## src/hw/rtl/gffrc_ram.sv

```systemverilog
// Generic single-port-write, one-read synchronous RAM with registered read.
// No dependencies.
`default_nettype none
module gffrc_ram #(
  parameter int unsigned Width = 8,
  parameter int unsigned Depth = 16
) (
  input  wire logic                     clk_i,
  input  wire logic                     we_i,
  input  wire logic [$clog2(Depth)-1:0] waddr_i,
  input  wire logic [Width-1:0]         wdata_i,
  input  wire logic [$clog2(Depth)-1:0] raddr_i,
  output logic      [Width-1:0]         rdata_o
);
  logic [Width-1:0] mem_q [Depth];
  always_ff @(posedge clk_i) begin
    if (we_i) mem_q[waddr_i] <= wdata_i;
    rdata_o <= mem_q[raddr_i];
  end
endmodule
`default_nettype wire

```

## config.mk

```make
export PLATFORM = sky130hd
export DESIGN_NAME = gffrc_ram
export DESIGN_NICKNAME = d
export VERILOG_FILES = /design/src/hw/rtl/gffrc_ram.sv
export SDC_FILE = /design/constraint.sdc
export NUM_CORES = 1
export LEC_CHECK = 0
export ABC_CLOCK_PERIOD_IN_PS = 4900
export CAP_MARGIN = 20
export CORE_MARGIN = 2
export CORE_UTILIZATION = 45
export DETAILED_ROUTE_END_ITERATION = 6
export DONT_BUFFER_PORTS = 1
export PLACE_DENSITY = 0.69
export SYNTH_ARGS = -nofsm -noshare
export SYNTH_HDL_FRONTEND = slang
export SYNTH_SLANG_ARGS = --single-unit
```

## constraint.sdc

```tcl
create_clock -name clk_i -period 4.9 [get_ports clk_i]
set_clock_uncertainty 0.1 [all_clocks]
set_input_delay 0 -clock clk_i [delete_from_list [all_inputs] [get_ports clk_i]]
set_output_delay 0 -clock clk_i [all_outputs]
set_load 0.005 [all_outputs]
```

==> qor.yml <==
run_status:
  outcome: "complete, no violations"
yosys:
  yosysWarnings: 0
  ys_ff_latch: 136
  yosysTopAreaCell: "edfxtp_1"
  yosys-top-cells-area: "edfxtp_1 (75%), mux4_2 (7.9%), mux4_1 (7.1%)"
  synth_most_common_cell: "edfxtp_1"
  synth_fp_nets: 247
  syn_avg_cell_area_sq_um: 22.5
  seq_area_frac_synth: 0.778
  syn_inst: 229
  async_reset_ff_frac: 0
  netlist.area_leader.share: 0.747
  yosys_most_used_dff: "edfxtp_1"
  ys_types: 19
  synth_common_cells: "edfxtp_1 (128), mux4_2 (18), a22oi_1 (16)"
  syn-cell-area_sq_um: 5150
  synth_edf_count: 128
cts:
  cts_made_buffers: 17
  h-tree-depth: 4
  post_cts_buffers: 0
  path_clk_slew_ns: 0.06
  clock_latency_ns: 0.40
  cts_tree: "built"
  cts.path.max_buffers: 2
  cts_root_buffer: "clkbuf_16"
  cts_sinks: 136
pwr:
  power_density_nw_per_um2: 445
  leakage_nw: 1.98
  ir_worst_vdd_mv: 0.272
critical_path:
  start_kind: "register"
  worstPathMaxFanout: 1
  arrival_ns: 3.09
  critPathSlowestCell: "dlygate4sd3_1"
  critPathKind: "register to register"
  crit_buf_inv: 3
  path_delay_family: "buffers and inverters"
  end_kind: "register"
  crit_path_max_incr_delay_ns: 0.57
  critPathMostFrequentCell: "dlygate4sd3_1"
  path_cells: "mux4_2 -> dlygate4sd3_1 -> a22oi_1 -> dlygate4sd3_1 -> nand2_1 -> dlygate4sd3_1"
  critPathRequiredTime_ns: 5.09
global_route:
  antenna_found_initial: 0
  grtUsageMet2: 0.274
  gr-usage-met3: 0.0530
  grt.busiest_layer: "met2"
  grt_max_degree: 33
  met1_usage: 0.240
  grt_pass1_wl_mm: 15.4
  first_global_vias: 2461
  grt_usage: 0.175
  grt_overflow: 0
floorplan:
  io_pins: 26
  initial_utilization: 0.457
  core_area_sq_um: 11300
  die_w_um: 111
  die-area_sq_um: 12300
  rows: 39
  die_h_um: 111
placed_design:
  placed_area_sq_um: 5260
  dp_hpwl_mm: 5.66
  place.gp.congestion: 0.733
  io_buffers: 0
  pre_cts_slack_ns: 3.04
timing:
  rsz0062_at_grt: "false"
  maxSlewHeadroom: 0.340
  fmax_mhz: 344
  fin_crit_ns: 2.90
  slew_viol_final: 0
  hold-worst-slack_ns: 0.0174
  tightest_slew_ns: 0.986
  setup_violations: 0
  tns_ns: 0
  setup_ws_ns: 2.00
  fin_crit_sh: 0.593
  timing.final.hold_violations: 0
route:
  wl_mm: 9.81
  routedWlPerCell_um: 23.6
  first_pass_iters: 4
  ant_nets: 0
  routed-via-count: 2335
  via_per_inst: 5.63
  drt_iter0_markers: 174
  post-route-drc-count: 0
cells_and_area:
  multiInputGateArea_sq_um: 1060
  utilization: 0.537
  drive_gt1_frac: 0.180
  antennaDiodeCount: 0
  syn_to_final_growth_pct: 17.7
  regArea_sq_um: 4000
  nNetsFinal: 277
  nFillCells: 835
  final_area_sq_um: 6060
run:
  cap_violations: 0
hold_path:
  hold_class: "input pin to register"
-- final cells by class --
cell class / instances / area share
Clock buffer: 21 / 0.0727
Clock inverter: 11 / 0.0254
Multi-Input combinational cell: 83 / 0.175
Sequential cell: 136 / 0.661
Timing Repair Buffer: 21 / 0.0368
Tap cell: 143 / 0.0295
-- metal layers --
layer / up-vias / routed length (um)
met5: - / 0
met1: 1226 / 4100
met2: 73 / 5030
li1: 1032 / -
met3: 4 / 631
met4: 0 / 53
-- final timing paths --
| path | depth (start not counted) | slack, ns | start | end |
|---|---|---|---|---|
| max | 6 | 2.00 | mem_q[14][5] | rdata_o[5] |
| min | 2 | 0.02 | waddr_i[3] | mem_q[3][4] |
| max reg2reg | 6 | 2.00 | mem_q[14][5] | rdata_o[5] |
| min reg2reg | 3 | 0.58 | mem_q[15][0] | rdata_o[0] |
-- placed cells by master, fill, tap and decap left out --
cell	Yosys	layout
or3b_2	1	1
nor2_1	13	13
and2b_1	1	1
clkinvlp_4	0	1
nand3_1	1	1
mux4_2	18	18
buf_4	1	3
clkinv_2	0	3
nand2b_1	2	2
and2_1	1	1
nor2b_1	1	1
clkbuf_1	0	4
nor3_1	4	4
dlygate4sd3_1	0	16
edfxtp_1	128	128
clkbuf_16	0	17
a22oi_1	16	16
nand2_1	9	9
mux4_1	14	14
bufinv_16	0	4
buf_12	0	2
dfxtp_1	8	8
nand3b_1	2	2
clkinv_1	0	3
-- power by group --
group	switching [mW]	internal, mW	total, mW
sequential	0.00836	1.30	1.31
combinational	0.0601	0.0494	0.110
clock	0.432	0.843	1.28
total	0.501	2.19	2.70
-- cell families (layout without fill, tap and decap cells) --
family	Yosys count	count (layout)	synth area share
simple gates	35	35	0.0318
buf+inv	10	53	0.0168
compound gates	16	16	0.0233
mux	32	32	0.150
flops	136	136	0.778
-- state kept, by name, summed over array words and instances (netlist names) --
register  count
mem_q       128
rdata_o       8
-- per-stage QoR --
stage / std cells / total power [mW]
after floorplan: 229 / 1.40
after CTS: 415 / 2.72
after global placement: 365 / 1.40
final: 415 / 2.70
after global routing: 415 / 2.78
after detailed placement: 365 / 1.40
-- timing repair --
action | in CTS | in global routing
resized for setup | 0 | 0
hold buffers | 18 | 0
endpoints found under the hold margin | 168 | 0
Power figures use the tool's default switching activity.
